--- config.mk ---
export PLATFORM = sky130hd
export DESIGN_NAME = csi_amplitude_batch_stats
export DESIGN_NICKNAME = d
export VERILOG_FILES = /design/src/sv/cabs_pkg.sv /design/src/sv/cabs_div.sv /design/src/sv/cabs_sqrt.sv /design/src/sv/csi_amplitude_batch_stats.sv
export SDC_FILE = /design/constraint.sdc
export NUM_CORES = 2
export LEC_CHECK = 0
export BUFFER_PORTS_ARGS = -buffer_cell sky130_fd_sc_hd__buf_2
export CAP_MARGIN = 10
export CORE_ASPECT_RATIO = 1.25
export CORE_UTILIZATION = 55
export CTS_CLUSTER_DIAMETER = 80
export CTS_CLUSTER_SIZE = 8
export DETAILED_ROUTE_END_ITERATION = 8
export PLACE_DENSITY_LB_ADDON = 0.25
export SKIP_CTS_REPAIR_TIMING = 1
export SLEW_MARGIN = 20
export SYNTH_ARGS = -nofsm -noshare
export SYNTH_HDL_FRONTEND = slang
export SYNTH_SLANG_ARGS = --single-unit
--- constraint.sdc ---
create_clock -name clock -period 12.95 [get_ports clock]
set_clock_uncertainty 0.05 [all_clocks]
set_input_delay 1.295 -clock clock [delete_from_list [all_inputs] [get_ports clock]]
set_output_delay 1.295 -clock clock [all_outputs]
set_load 0.01 [all_outputs]
--- src/sv/cabs_pkg.sv ---
// Shared widths, limits, register indexes and unit request/response types
// for the CSI amplitude batch statistics block. No dependencies.
package cabs_pkg;

   localparam int MAX_PAIRS = 512;
   localparam int MAX_BATCH = 1024;
   localparam int BATCH_RESET = 100;

   localparam int MAC_W = 48;
   localparam int SMP_W = 8;
   localparam int CHAN_W = 4;
   localparam int BLEN_W = 11;
   localparam int PC_W = $clog2(MAX_PAIRS + 1);
   localparam int PKC_W = $clog2(MAX_BATCH + 1);
   localparam int PSUM_W = 25;
   localparam int BSUM_W = 26;
   localparam int BSQ_W = 42;
   localparam int SQ_SPLIT = BSQ_W / 2;
   localparam int AMP_W = 16;
   localparam int SEQ_W = 32;

   localparam int MUL_W = 26;
   localparam int PROD_W = 2 * MUL_W;

   localparam int DIV_NW = 53;
   localparam int DIV_DW = 21;
   localparam int DIV_CW = $clog2(DIV_NW);

   localparam int SQ_W = 32;
   localparam int SQ_RW = SQ_W / 2;
   localparam int SQ_CW = $clog2(SQ_RW);

   localparam int CSR_IDX_W = 8;
   localparam int CSR_DATA_W = MAC_W;
   localparam logic [CSR_IDX_W-1:0] CSR_AP_MAC = CSR_IDX_W'(0);
   localparam logic [CSR_IDX_W-1:0] CSR_BATCH_LEN = CSR_IDX_W'(1);

   localparam int REQ_DATA_W = 88;
   localparam int RSP_DATA_W = 88;

   typedef struct packed {
      logic              start;
      logic [DIV_NW-1:0] dividend;
      logic [DIV_DW-1:0] divisor;
   } div_req_type;

   typedef struct packed {
      logic              done;
      logic [DIV_NW-1:0] quotient;
   } div_rsp_type;

   typedef struct packed {
      logic            start;
      logic [SQ_W-1:0] radicand;
   } sqrt_req_type;

   typedef struct packed {
      logic             done;
      logic [SQ_RW-1:0] root;
   } sqrt_rsp_type;

endpackage

--- src/sv/cabs_div.sv ---
// Restoring divider, one quotient bit per cycle, DIV_NW steps per division.
// Depends on cabs_pkg for widths and the request/response types.
module cabs_div (
   input  logic                  clock,
   input  logic                  reset,
   input  cabs_pkg::div_req_type req,
   output cabs_pkg::div_rsp_type rsp
);
   import cabs_pkg::*;

   logic              busy_ff, busy_in;
   logic              done_ff, done_in;
   logic [DIV_CW-1:0] cnt_ff, cnt_in;
   logic [DIV_NW-1:0] num_ff, num_in;
   logic [DIV_DW-1:0] den_ff, den_in;
   logic [DIV_DW-1:0] rem_ff, rem_in;
   logic [DIV_DW:0]   rem_sh;
   logic [DIV_DW:0]   rem_diff;
   logic              qbit;

   always_comb begin
      busy_in  = busy_ff;
      done_in  = 1'b0;
      cnt_in   = cnt_ff;
      num_in   = num_ff;
      den_in   = den_ff;
      rem_in   = rem_ff;
      rem_sh   = {rem_ff, num_ff[DIV_NW-1]};
      rem_diff = rem_sh - {1'b0, den_ff};
      qbit     = 1'b0;
      if (req.start) begin
         busy_in = 1'b1;
         cnt_in  = '0;
         num_in  = req.dividend;
         den_in  = req.divisor;
         rem_in  = '0;
      end else if (busy_ff) begin
         if (rem_sh >= {1'b0, den_ff}) begin
            qbit   = 1'b1;
            rem_in = rem_diff[DIV_DW-1:0];
         end else begin
            rem_in = rem_sh[DIV_DW-1:0];
         end
         num_in = {num_ff[DIV_NW-2:0], qbit};
         cnt_in = cnt_ff + DIV_CW'(1);
         if (cnt_ff == DIV_CW'(DIV_NW - 1)) begin
            busy_in = 1'b0;
            done_in = 1'b1;
         end
      end
   end

   always_ff @(posedge clock) begin
      if (reset) begin
         busy_ff <= 1'b0;
         done_ff <= 1'b0;
         cnt_ff  <= '0;
      end else begin
         busy_ff <= busy_in;
         done_ff <= done_in;
         cnt_ff  <= cnt_in;
      end
   end

   always_ff @(posedge clock) begin
      num_ff <= num_in;
      den_ff <= den_in;
      rem_ff <= rem_in;
   end

   assign rsp.done     = done_ff;
   assign rsp.quotient = num_ff;

endmodule

--- src/sv/cabs_sqrt.sv ---
// Digit-by-digit square root, two radicand bits per cycle, rounded to nearest.
// Depends on cabs_pkg for widths and the request/response types.
module cabs_sqrt (
   input  logic                   clock,
   input  logic                   reset,
   input  cabs_pkg::sqrt_req_type req,
   output cabs_pkg::sqrt_rsp_type rsp
);
   import cabs_pkg::*;

   logic             busy_ff, busy_in;
   logic             done_ff, done_in;
   logic [SQ_CW-1:0] cnt_ff, cnt_in;
   logic [SQ_W-1:0]  val_ff, val_in;
   logic [SQ_RW:0]   rem_ff, rem_in;
   logic [SQ_RW-1:0] root_ff, root_in;
   logic [SQ_RW-1:0] res_ff, res_in;
   logic [SQ_RW+1:0] rem_sh;
   logic [SQ_RW+1:0] trial;
   logic [SQ_RW+1:0] rem_diff;
   logic [SQ_RW:0]   rounded;

   always_comb begin
      busy_in  = busy_ff;
      done_in  = 1'b0;
      cnt_in   = cnt_ff;
      val_in   = val_ff;
      rem_in   = rem_ff;
      root_in  = root_ff;
      res_in   = res_ff;
      rem_sh   = {rem_ff[SQ_RW-1:0], val_ff[SQ_W-1 -: 2]};
      trial    = {root_ff, 2'b01};
      rem_diff = rem_sh - trial;
      rounded  = '0;
      if (req.start) begin
         busy_in = 1'b1;
         cnt_in  = '0;
         val_in  = req.radicand;
         rem_in  = '0;
         root_in = '0;
      end else if (busy_ff) begin
         if (rem_sh >= trial) begin
            rem_in  = rem_diff[SQ_RW:0];
            root_in = {root_ff[SQ_RW-2:0], 1'b1};
         end else begin
            rem_in  = rem_sh[SQ_RW:0];
            root_in = {root_ff[SQ_RW-2:0], 1'b0};
         end
         val_in = {val_ff[SQ_W-3:0], 2'b00};
         cnt_in = cnt_ff + SQ_CW'(1);
         if (cnt_ff == SQ_CW'(SQ_RW - 1)) begin
            rounded = {1'b0, root_in} + (SQ_RW + 1)'(rem_in > {1'b0, root_in});
            res_in  = rounded[SQ_RW-1:0];
            busy_in = 1'b0;
            done_in = 1'b1;
         end
      end
   end

   always_ff @(posedge clock) begin
      if (reset) begin
         busy_ff <= 1'b0;
         done_ff <= 1'b0;
         cnt_ff  <= '0;
      end else begin
         busy_ff <= busy_in;
         done_ff <= done_in;
         cnt_ff  <= cnt_in;
      end
   end

   always_ff @(posedge clock) begin
      val_ff  <= val_in;
      rem_ff  <= rem_in;
      root_ff <= root_in;
      res_ff  <= res_in;
   end

   assign rsp.done = done_ff;
   assign rsp.root = res_ff;

endmodule

--- src/sv/csi_amplitude_batch_stats.sv ---
// Top level of the CSI amplitude batch statistics block: sequencer, shared
// multiplier, batch state and result register. Uses cabs_pkg, cabs_div, cabs_sqrt.
//
// The req_ channel carries one I/Q pair per item, tlast marking the last pair
// of a packet. Items whose source MAC differs from ap_mac are dropped. A kept
// pair takes two multiplier passes and a 16-step square root. The last pair
// of a packet adds the 53-step divider and the mean square. The packet that
// closes a batch adds four multiplier passes, two 53-step divisions and one
// 16-step root. The divider and the root unit are shared between these steps.
// req_tready is high only while the sequencer waits for an item.
// The rsp_ channel carries one item per finished batch from an output
// register; new input items are taken while it waits. If a second batch
// finishes before rsp_tready takes the first, the sequencer holds until
// the register frees up. The csr_ channel is always ready.
// Reset clears all sums, counters and the sequence number, sets ap_mac to
// zero and batch_length to 100, and empties the output register.
module csi_amplitude_batch_stats (
   input  logic                                clock,
   input  logic                                reset,
   input  logic                                req_tvalid,
   output logic                                req_tready,
   // i_sample, q_sample, src_mac, rssi_in, channel_in, noise_in, zero pad
   input  logic [cabs_pkg::REQ_DATA_W-1:0]     req_tdata,
   input  logic                                req_tlast,
   output logic                                rsp_tvalid,
   input  logic                                rsp_tready,
   // seq, rssi_out, channel_out, noise_out, avg_amplitude, amp_std, zero pad
   output logic [cabs_pkg::RSP_DATA_W-1:0]     rsp_tdata,
   input  logic                                csr_valid,
   output logic                                csr_ready,
   input  logic [cabs_pkg::CSR_IDX_W-1:0]      csr_index,
   input  logic [cabs_pkg::CSR_DATA_W-1:0]     csr_data
);
   import cabs_pkg::*;

   localparam logic [4:0] ST_IDLE     = 5'd0;
   localparam logic [4:0] ST_MAG_I    = 5'd1;
   localparam logic [4:0] ST_MAG_Q    = 5'd2;
   localparam logic [4:0] ST_MAG_SUM  = 5'd3;
   localparam logic [4:0] ST_MAG_WAIT = 5'd4;
   localparam logic [4:0] ST_PKT_DIV  = 5'd5;
   localparam logic [4:0] ST_PKT_WAIT = 5'd6;
   localparam logic [4:0] ST_PKT_SQ   = 5'd7;
   localparam logic [4:0] ST_PKT_ACC  = 5'd8;
   localparam logic [4:0] ST_B_SS     = 5'd9;
   localparam logic [4:0] ST_B_NL     = 5'd10;
   localparam logic [4:0] ST_B_NH     = 5'd11;
   localparam logic [4:0] ST_B_NN     = 5'd12;
   localparam logic [4:0] ST_B_VDIV   = 5'd13;
   localparam logic [4:0] ST_B_VWAIT  = 5'd14;
   localparam logic [4:0] ST_B_ROOT   = 5'd15;
   localparam logic [4:0] ST_B_RWAIT  = 5'd16;
   localparam logic [4:0] ST_B_MDIV   = 5'd17;
   localparam logic [4:0] ST_B_MWAIT  = 5'd18;
   localparam logic [4:0] ST_B_OUT    = 5'd19;

   logic [4:0]         state_ff, state_in;
   logic [MAC_W-1:0]   ap_mac_ff, ap_mac_in;
   logic [BLEN_W-1:0]  blen_ff, blen_in;
   logic [PC_W-1:0]    pair_count_ff, pair_count_in;
   logic [PSUM_W-1:0]  psum_ff, psum_in;
   logic [PKC_W-1:0]   pkt_count_ff, pkt_count_in;
   logic [BSUM_W-1:0]  bsum_ff, bsum_in;
   logic [BSQ_W-1:0]   bsq_ff, bsq_in;
   logic [SMP_W-1:0]   held_rssi_ff, held_rssi_in;
   logic [CHAN_W-1:0]  held_chan_ff, held_chan_in;
   logic [SMP_W-1:0]   held_noise_ff, held_noise_in;
   logic [SEQ_W-1:0]   seq_ff, seq_in;
   logic               rsp_valid_ff, rsp_valid_in;

   logic [SMP_W-1:0]   i_ff, i_in;
   logic [SMP_W-1:0]   q_ff, q_in;
   logic               last_ff, last_in;
   logic [SMP_W-1:0]   rssi_ff, rssi_in;
   logic [CHAN_W-1:0]  chan_ff, chan_in;
   logic [SMP_W-1:0]   noise_ff, noise_in;
   logic [PROD_W-1:0]  prod_ff, prod_in;
   logic [DIV_NW-1:0]  acc_ff, acc_in;
   logic [PROD_W-1:0]  ss_ff, ss_in;
   logic [AMP_W-1:0]   pmean_ff, pmean_in;
   logic [SQ_W-1:0]    var_ff, var_in;
   logic [AMP_W-1:0]   std_ff, std_in;
   logic [AMP_W-1:0]   mean_ff, mean_in;
   logic [RSP_DATA_W-1:0] rsp_data_ff, rsp_data_in;

   logic [MUL_W-1:0]   mul_a, mul_b;
   logic               take;
   logic               mac_ok;
   logic [SMP_W-1:0]   i_abs, q_abs;
   logic [PKC_W-1:0]   lim;
   logic [PKC_W-1:0]   pkt_next;
   logic [SMP_W+SMP_W:0] mag_sq;
   logic [DIV_NW-1:0]  diff;
   logic               rsp_load;

   div_req_type        div_req;
   div_rsp_type        div_rsp;
   sqrt_req_type       sqrt_req;
   sqrt_rsp_type       sqrt_rsp;

   cabs_div u_div (
      .clock (clock),
      .reset (reset),
      .req   (div_req),
      .rsp   (div_rsp)
   );

   cabs_sqrt u_sqrt (
      .clock (clock),
      .reset (reset),
      .req   (sqrt_req),
      .rsp   (sqrt_rsp)
   );

   assign req_tready = (state_ff == ST_IDLE);
   assign csr_ready  = 1'b1;
   assign take       = req_tvalid && req_tready;
   assign mac_ok     = (req_tdata[63:16] == ap_mac_ff);
   assign i_abs      = req_tdata[7] ? SMP_W'(~req_tdata[7:0] + 8'd1) : req_tdata[7:0];
   assign q_abs      = req_tdata[15] ? SMP_W'(~req_tdata[15:8] + 8'd1) : req_tdata[15:8];
   assign mag_sq     = {1'b0, acc_ff[15:0]} + {1'b0, prod_ff[15:0]};
   assign diff       = (acc_ff > {1'b0, ss_ff}) ? acc_ff - {1'b0, ss_ff} : '0;
   assign pkt_next   = pkt_count_ff + PKC_W'(1);

   always_comb begin
      if (blen_ff == '0) begin
         lim = PKC_W'(1);
      end else if (blen_ff > BLEN_W'(MAX_BATCH)) begin
         lim = PKC_W'(MAX_BATCH);
      end else begin
         lim = PKC_W'(blen_ff);
      end
   end

   always_comb begin
      case (state_ff)
         ST_MAG_I: begin
            mul_a = MUL_W'(i_ff);
            mul_b = MUL_W'(i_ff);
         end
         ST_MAG_Q: begin
            mul_a = MUL_W'(q_ff);
            mul_b = MUL_W'(q_ff);
         end
         ST_PKT_SQ: begin
            mul_a = MUL_W'(pmean_ff);
            mul_b = MUL_W'(pmean_ff);
         end
         ST_B_SS: begin
            mul_a = MUL_W'(bsum_ff);
            mul_b = MUL_W'(bsum_ff);
         end
         ST_B_NL: begin
            mul_a = MUL_W'(pkt_count_ff);
            mul_b = MUL_W'(bsq_ff[SQ_SPLIT-1:0]);
         end
         ST_B_NH: begin
            mul_a = MUL_W'(pkt_count_ff);
            mul_b = MUL_W'(bsq_ff[BSQ_W-1:SQ_SPLIT]);
         end
         ST_B_NN: begin
            mul_a = MUL_W'(pkt_count_ff);
            mul_b = MUL_W'(pkt_count_ff);
         end
         default: begin
            mul_a = '0;
            mul_b = '0;
         end
      endcase
   end

   assign prod_in = mul_a * mul_b;

   always_comb begin
      state_in      = state_ff;
      ap_mac_in     = ap_mac_ff;
      blen_in       = blen_ff;
      pair_count_in = pair_count_ff;
      psum_in       = psum_ff;
      pkt_count_in  = pkt_count_ff;
      bsum_in       = bsum_ff;
      bsq_in        = bsq_ff;
      held_rssi_in  = held_rssi_ff;
      held_chan_in  = held_chan_ff;
      held_noise_in = held_noise_ff;
      seq_in        = seq_ff;
      i_in          = i_ff;
      q_in          = q_ff;
      last_in       = last_ff;
      rssi_in       = rssi_ff;
      chan_in       = chan_ff;
      noise_in      = noise_ff;
      acc_in        = acc_ff;
      ss_in         = ss_ff;
      pmean_in      = pmean_ff;
      var_in        = var_ff;
      std_in        = std_ff;
      mean_in       = mean_ff;
      rsp_data_in   = rsp_data_ff;
      rsp_load      = 1'b0;
      div_req       = '0;
      sqrt_req      = '0;

      if (csr_valid && csr_ready) begin
         if (csr_index == CSR_AP_MAC) begin
            ap_mac_in = csr_data[MAC_W-1:0];
         end else if (csr_index == CSR_BATCH_LEN) begin
            blen_in = csr_data[BLEN_W-1:0];
         end
      end

      case (state_ff)
         ST_IDLE: begin
            if (take && mac_ok) begin
               i_in     = i_abs;
               q_in     = q_abs;
               last_in  = req_tlast;
               rssi_in  = req_tdata[71:64];
               chan_in  = req_tdata[75:72];
               noise_in = req_tdata[83:76];
               if (pair_count_ff < PC_W'(MAX_PAIRS)) begin
                  state_in = ST_MAG_I;
               end else if (req_tlast) begin
                  state_in = ST_PKT_DIV;
               end
            end
         end
         ST_MAG_I: begin
            state_in = ST_MAG_Q;
         end
         ST_MAG_Q: begin
            acc_in   = DIV_NW'(prod_ff);
            state_in = ST_MAG_SUM;
         end
         ST_MAG_SUM: begin
            sqrt_req.start    = 1'b1;
            sqrt_req.radicand = {mag_sq[15:0], 16'h0000};
            state_in          = ST_MAG_WAIT;
         end
         ST_MAG_WAIT: begin
            if (sqrt_rsp.done) begin
               psum_in       = psum_ff + PSUM_W'(sqrt_rsp.root);
               pair_count_in = pair_count_ff + PC_W'(1);
               state_in      = last_ff ? ST_PKT_DIV : ST_IDLE;
            end
         end
         ST_PKT_DIV: begin
            div_req.start    = 1'b1;
            div_req.dividend = DIV_NW'(psum_ff) + DIV_NW'(pair_count_ff >> 1);
            div_req.divisor  = DIV_DW'(pair_count_ff);
            state_in         = ST_PKT_WAIT;
         end
         ST_PKT_WAIT: begin
            if (div_rsp.done) begin
               pmean_in      = div_rsp.quotient[AMP_W-1:0];
               pair_count_in = '0;
               psum_in       = '0;
               state_in      = ST_PKT_SQ;
            end
         end
         ST_PKT_SQ: begin
            state_in = ST_PKT_ACC;
         end
         ST_PKT_ACC: begin
            if (pkt_count_ff == '0) begin
               held_rssi_in  = rssi_ff;
               held_chan_in  = chan_ff;
               held_noise_in = noise_ff;
            end
            bsum_in      = bsum_ff + BSUM_W'(pmean_ff);
            bsq_in       = bsq_ff + BSQ_W'(prod_ff[2*AMP_W-1:0]);
            pkt_count_in = pkt_next;
            state_in     = (pkt_next >= lim) ? ST_B_SS : ST_IDLE;
         end
         ST_B_SS: begin
            state_in = ST_B_NL;
         end
         ST_B_NL: begin
            ss_in    = prod_ff;
            state_in = ST_B_NH;
         end
         ST_B_NH: begin
            acc_in   = DIV_NW'(prod_ff);
            state_in = ST_B_NN;
         end
         ST_B_NN: begin
            acc_in   = acc_ff + {prod_ff[DIV_NW-SQ_SPLIT-1:0], SQ_SPLIT'(0)};
            state_in = ST_B_VDIV;
         end
         ST_B_VDIV: begin
            div_req.start    = 1'b1;
            div_req.dividend = diff;
            div_req.divisor  = prod_ff[DIV_DW-1:0];
            state_in         = ST_B_VWAIT;
         end
         ST_B_VWAIT: begin
            if (div_rsp.done) begin
               var_in   = div_rsp.quotient[SQ_W-1:0];
               state_in = ST_B_ROOT;
            end
         end
         ST_B_ROOT: begin
            sqrt_req.start    = 1'b1;
            sqrt_req.radicand = var_ff;
            state_in          = ST_B_RWAIT;
         end
         ST_B_RWAIT: begin
            if (sqrt_rsp.done) begin
               std_in   = sqrt_rsp.root;
               state_in = ST_B_MDIV;
            end
         end
         ST_B_MDIV: begin
            div_req.start    = 1'b1;
            div_req.dividend = DIV_NW'(bsum_ff) + DIV_NW'(pkt_count_ff >> 1);
            div_req.divisor  = DIV_DW'(pkt_count_ff);
            state_in         = ST_B_MWAIT;
         end
         ST_B_MWAIT: begin
            if (div_rsp.done) begin
               mean_in  = div_rsp.quotient[AMP_W-1:0];
               state_in = ST_B_OUT;
            end
         end
         ST_B_OUT: begin
            if (!rsp_valid_ff || rsp_tready) begin
               rsp_load     = 1'b1;
               rsp_data_in  = {4'h0, std_ff, mean_ff, held_noise_ff, held_chan_ff,
                               held_rssi_ff, seq_ff};
               seq_in       = seq_ff + SEQ_W'(1);
               pkt_count_in = '0;
               bsum_in      = '0;
               bsq_in       = '0;
               state_in     = ST_IDLE;
            end
         end
         default: begin
            state_in = ST_IDLE;
         end
      endcase

      rsp_valid_in = rsp_load || (rsp_valid_ff && !rsp_tready);
   end

   always_ff @(posedge clock) begin
      if (reset) begin
         state_ff      <= ST_IDLE;
         ap_mac_ff     <= '0;
         blen_ff       <= BLEN_W'(BATCH_RESET);
         pair_count_ff <= '0;
         psum_ff       <= '0;
         pkt_count_ff  <= '0;
         bsum_ff       <= '0;
         bsq_ff        <= '0;
         held_rssi_ff  <= '0;
         held_chan_ff  <= '0;
         held_noise_ff <= '0;
         seq_ff        <= '0;
         rsp_valid_ff  <= 1'b0;
      end else begin
         state_ff      <= state_in;
         ap_mac_ff     <= ap_mac_in;
         blen_ff       <= blen_in;
         pair_count_ff <= pair_count_in;
         psum_ff       <= psum_in;
         pkt_count_ff  <= pkt_count_in;
         bsum_ff       <= bsum_in;
         bsq_ff        <= bsq_in;
         held_rssi_ff  <= held_rssi_in;
         held_chan_ff  <= held_chan_in;
         held_noise_ff <= held_noise_in;
         seq_ff        <= seq_in;
         rsp_valid_ff  <= rsp_valid_in;
      end
   end

   always_ff @(posedge clock) begin
      i_ff        <= i_in;
      q_ff        <= q_in;
      last_ff     <= last_in;
      rssi_ff     <= rssi_in;
      chan_ff     <= chan_in;
      noise_ff    <= noise_in;
      prod_ff     <= prod_in;
      acc_ff      <= acc_in;
      ss_ff       <= ss_in;
      pmean_ff    <= pmean_in;
      var_ff      <= var_in;
      std_ff      <= std_in;
      mean_ff     <= mean_in;
      rsp_data_ff <= rsp_data_in;
   end

   assign rsp_tvalid = rsp_valid_ff;
   assign rsp_tdata  = rsp_data_ff;

`ifndef SYNTH
   a_pair_bound: assert property (@(posedge clock) disable iff (reset)
      pair_count_ff <= PC_W'(MAX_PAIRS))
      else $error("pair count beyond limit");

   a_idle_batch: assert property (@(posedge clock) disable iff (reset)
      (state_ff == ST_IDLE) |-> (pkt_count_ff < PKC_W'(MAX_BATCH)))
      else $error("full batch left unreported");

   a_div_done: assert property (@(posedge clock) disable iff (reset)
      div_rsp.done |-> (state_ff == ST_PKT_WAIT || state_ff == ST_B_VWAIT ||
                        state_ff == ST_B_MWAIT))
      else $error("divider result arrived outside a wait state");

   a_sqrt_done: assert property (@(posedge clock) disable iff (reset)
      sqrt_rsp.done |-> (state_ff == ST_MAG_WAIT || state_ff == ST_B_RWAIT))
      else $error("root result arrived outside a wait state");
`endif

endmodule
# Yosys cells after proc, flatten, opt, wreduce, memory -nomap -nowiden
# Cells that the tools add are included.
# op_classes
addsub	18
mul	1
magnitude_cmp	7
eq_ne	31
mux	56
n_bitwise	6
n_reduce_logical	35
# ops
op	n
$pmux W75 S3	1
$pmux W26 S7	1
$mux W53	3
$pmux W26 S5	1
$pmux W53 S2	1
$pmux W5 S20	1
$pmux W42 S2	1
$pmux W33 S2	1
$mux W32	2
$add A53 B53 Y53	1
$gt A53 B52 Y1	1
$sub A53 B52 Y53	1
$mul A26 B26 Y52	1
$pmux W26 S2	1
$mux W17	3
$mux W25	2
$pmux W25 S2	1
$eq A48 B48 Y1	1
$mux W5	9
$add A42 B32 Y42	1
$mux W42	1
$eq A5 B4 Y1 const B	8
$mux W11	3
$add A32 B1 Y32 const B	1
other kinds (53)	107
# word_totals
ff_bits	778
inputBits	150
out_inout_bits	91
elab_cells	196

# Logic depth before layout (Yosys ltp)
# logic_depth
depth_word	6
depth_mapped	37
ltp_nobuf	33

# By module
# A second synthesis with hierarchy kept.
# unflattened
hier_cells	6833
hier_area_um2	64240.4
# modules_own_cells
module	instances	cells_each	area_each_um2	seq_area_each_um2
csi_amplitude_batch_stats	1	5880	53715.3	14854.2
cabs_div	1	441	5275.1	2802.7
cabs_sqrt	1	512	5250.0	2202.1

# Worst setup path before layout
# Ideal clock, no wire load.
# synth_path
path_kind	register to register
start	register state_ff[1]
end	register prod_ff[49]
setup_time_ns	0.095
arrival_ns	9.729
required_ns	12.805
slack_ns	3.076
stages_incl_launch_ff	29
path_buffers	5
period_less_slack_ns	9.874
cell_sequence	dfxtp_1 clkbuf_1 inv_1 nor3_1 clkbuf_1 clkbuf_1 a221o_1 clkbuf_1 nand2_1 fa_1 inv_1 fa_1 fa_1 fa_1 fa_1 fa_1 inv_1 fa_1 inv_1 ha_1 clkbuf_1 nand4_1 or4_1 o221ai_1 nor2_1 o21ai_1 a31oi_2 o21a_1 o311ai_1
# synth_between
elab_chain_cells	4
word_cells_on_any_way	11
classes_between	mul: 1; eq/ne: 7; mux: 2; reduce/logical: 1
# synth_lines
item	line	source
start: declaration	csi_amplitude_batch_stats.sv:57	logic [4:0] state_ff, state_in;
start signal: assignment	csi_amplitude_batch_stats.sv:361	state_ff <= state_in;
$eq A5 B4 Y1	csi_amplitude_batch_stats.sv:136	case (state_ff)
$reduce_or A3 Y1 (no line)	n/a	
$pmux W26 S5	csi_amplitude_batch_stats.sv:136	
$mul A26 B26 Y52 *	csi_amplitude_batch_stats.sv:172	assign prod_in = mul_a * mul_b;
net prod_in[49]	csi_amplitude_batch_stats.sv:77	logic [PROD_W-1:0] prod_ff, prod_in;
end signal: assignment	csi_amplitude_batch_stats.sv:384	prod_ff <= prod_in;
end: declaration	csi_amplitude_batch_stats.sv:77	
# The timed path passes the listed nets; every way through them passes the cells marked *.
# A chain may end at the register's enable or synchronous reset.

# Worst setup path in the final report
# layout_path
start	register state_ff[0]
end	register prod_ff[49]
# Same word-level chain as after synthesis.

==> out/results.tsv <==
metric	value	unit
Final HPWL DP	137700	µm
f_max	92.45	MHz
hold path depth	0	
largest net degree at the start of global routing	84	
clk buf depth	3	
multi-input logic area	0.03859	mm²
Worst-Margin Slew	1.219	ns
RSZ-0062 raised after global routing	no	
Layout Nets	8003	
PwrDens	96.96	mW/mm²
placed cells	8182	
sequential cell area fraction in the yosys report	31.63	%
Hold WS	0.3657	ns
Hold WC Path Type	reg -> reg	
critical path type	reg -> reg	
worst vdd ir	119.7	µV
Filler Cell Count	9683	
GRT Util Overall	31.91	%
max-slew violations	0	
Syn Area/Cell	9.405	µm²
RD Place Congestion	0.9601	
Reg2Reg Setup Slack	2.13	ns
WP data required	13.50	ns
setup tns final	0	ns
final setup margin	2.133	ns
Post-Layout Inst Area	0.06863	mm²
CP max FO	37	
hold path startpoint	mean_ff[6]$_DFFE_PP_	
global-route wire length before repair	285100	µm
Port Buffers	231	
CTS tree	built	
post-synthesis cell type count	105	
die width	304.2	µm
Area Overhead vs Synth	9.319	%
antenna-violating nets left	0	
MaxCap Viol Count	0	
first-iteration detailed-routing DRC count	4184	
R2R Path Start	state_ff[0]$_SDFFE_PP0P_	
core area	0.1133	mm²
WL final	182400	µm
vias in the first global route	50571	
leak pwr	31.13	nW
layout cells sized above 1	7.839	%
number of I/O pins	241	
#FFs+latches synth	778	
fin crit period	10.82	ns
async set or reset register ratio after synthesis	0	%
non-filler cells, final	8374	
CP Capture Type	flip-flop	
Hold EP	rsp_tdata[58]$_DFFE_PP_	
Worst Setup Start Kind	flip-flop	
max_slew headroom	18.52	%
Die Ht	379.7	µm
Via Count	49468	
pre-CTS setup slack	2.341	ns
Syn Inst Count	6675	
initial antenna violation count	3	
reg-to-reg endpoint	prod_ff[49]$_DFF_P_	
crit path DAT	11.36	ns
Core Rows	138	
Worst R2R Path Depth	26	
post-synthesis cell area	0.06278	mm²
Fin. Hold Viols	0	
yosys warns	0	
die area	0.1155	mm²
Final Setup Violations	0	
vias per cell	5.907	
WL/cell	21.78	µm
total grt overflow	0	
Worst-path clk slew	0.05	ns
Num Clock Sinks	778	
top cell type's share of synthesized area	20.47	%
dpl cell area	0.06548	mm²
number of remaining DRC errors	0	
Main synth FF type	edfxtp_1	
Pre-antenna DRT Iters	9	
crit share post-route	83.53	%
CTS root buffer	clkbuf_16	
register area	0.01986	mm²
largest cells by area after synthesis	edfxtp_1 20%, fa_1 19%, dfxtp_1 11%, ha_1 8.9%, inv_1 5.2%	
H-tree depth	3	
Initial Util	55.43	%
number of flops mapped to enable cells by yosys	428	
post-synth top area cell	edfxtp_1	
status	complete, no violations	
latest clock arrival within the worst-skew pair	0.71	ns
CTS buffer count	107	
==> cell usage in the layout (no fill, tap or decap), types with 149 or more instances in the layout <==
cell type,instances
xor2_1,190
nand2_1,857
buf_2,230
nor2_1,518
xnor2_1,201
edfxtp_1,428
a21oi_1,370
dfxtp_1,349
ha_1,449
a21o_1,149
inv_1,877
o21ai_0,185
fa_1,583
==> synthesized netlist by cell type, drive strengths merged (21+ instances only) <==
master  number
or3         27
nor2       532
nand2b      61
o21ai      247
or2         21
a21o       149
nor2b       47
xor2       190
a222oi      24
buf         41
a31oi       34
nand4       53
nand2      860
mux2i       49
xnor2      201
nor4        36
nor3        85
a21oi      372
edfxtp     428
a22o        42
fa         583
and3        73
a22oi       68
dfxtp      350
o21a        33
nand3      102
and2        61
inv        882
ha         449
o21bai      48
a211oi      30
clkbuf     249
==> sequential cells by signal, summed over array words and instances (netlist names), 10 cells and up <==
| register | flops |
|---|---|
| std_ff | 16 |
| ap_mac_ff | 48 |
| ss_ff | 52 |
| psum_ff | 25 |
| u_div.rem_ff | 21 |
| u_sqrt.val_ff | 32 |
| u_sqrt.rem_ff | 16 |
| bsq_ff | 42 |
| bsum_ff | 26 |
| pmean_ff | 16 |
| prod_ff | 52 |
| pkt_count_ff | 11 |
| mean_ff | 16 |
| u_sqrt.res_ff | 16 |
| pair_count_ff | 10 |
| u_sqrt.root_ff | 16 |
| seq_ff | 32 |
| u_div.num_ff | 53 |
| blen_ff | 11 |
| acc_ff | 53 |
| rsp_tdata | 84 |
| var_ff | 32 |
| u_div.den_ff | 21 |
==> critical path, stage by stage, from the launching register on <==
cell and delay (ns):
dfxtp_1 0.84, nand2b_1 0.30, nor2_4 0.44, buf_4 0.41, and2_1 0.80, a221o_1 0.64
buf_4 0.40, nand2_1 0.14, fa_1 0.58, inv_1 0.06, fa_1 0.52, fa_1 0.46
fa_1 0.52, fa_1 0.51, fa_1 0.55, inv_1 0.06, fa_1 0.62, inv_1 0.06
ha_1 0.41, nand3_1 0.12, or4_1 0.56, nor3_1 0.24, nor2_1 0.13, o21ai_1 0.42
a31oi_2 0.26, o21a_1 0.27, o311ai_1 0.28
==> where the power goes <==
part	leakage, nW	internal (W)	switching, W
clock network	1.48	0.00155	0.00109
logic	23.0	0.000531	0.000742
registers	6.66	0.00266	0.0000775
total	31.1	0.00475	0.00191
==> area by class of cell <==
class	instances	share of cell area, %
multi-input combinational	4723	56.23
sequential	778	28.94
inverter	887	4.858
clock buffer	182	4.343
timing repair buffer	324	2.711
tap	1470	2.680
clock inverter	7	0.2297
antenna	3	0.01094
==> worst max-delay path by stage <==
| stage | startpoint | to | slack (ns) | depth (start not counted) |
|---|---|---|---|---|
| floorplan | state_ff[1]$_SDFFE_PP0P_ | prod_ff[49]$_DFF_P_ | 3.08 | 28 |
| global placement | state_ff[0]$_SDFFE_PP0P_ | prod_ff[49]$_DFF_P_ | 2.51 | 26 |
| detailed placement | state_ff[0]$_SDFFE_PP0P_ | prod_ff[49]$_DFF_P_ | 2.34 | 26 |
| CTS | state_ff[0]$_SDFFE_PP0P_ | prod_ff[49]$_DFF_P_ | 2.34 | 26 |
| global route | state_ff[0]$_SDFFE_PP0P_ | prod_ff[49]$_DFF_P_ | 1.76 | 26 |
| finish | state_ff[0]$_SDFFE_PP0P_ | prod_ff[49]$_DFF_P_ | 2.13 | 26 |
==> stage by stage <==
step | total power, W | util, %
2_1_floorplan | 0.003689 | -
3_3_place_gp | 0.004006 | 57.81
3_5_place_dp | 0.004035 | 57.81
4_1_cts | 0.006680 | 60.58
5_1_grt | 0.006949 | 60.59
6_report | 0.006655 | 60.59
==> layer usage <==
metal  GRT usage, %  up-vias  share of wire (%)
met5              0        -             0.0071
met4          24.50        2                8.8
met3          4.745      725                6.6
met2          53.54     2075                 47
met1          36.80    24036                 37
li1               -    22630                  -
==> cell families (layout without fill, tap and decap cells) <==
kind of cell               count (synthesis)  after routing  share of synthesized area (%)
and+or+nand+nor                         2004           2004                          14.37
AOI/OAI and AO/OA                       1226           1226                          12.80
buffers and inverters                   1177           1400                          7.125
adders and majority gates               1032           1032                          27.54
DFF                                      778            778                          31.63
xor gates and xnor gates                 391            391                          5.455
muxes                                     65             65                          1.068
other                                      2              8                        0.01196
Note: power is estimated with default switching activity, not from simulation.
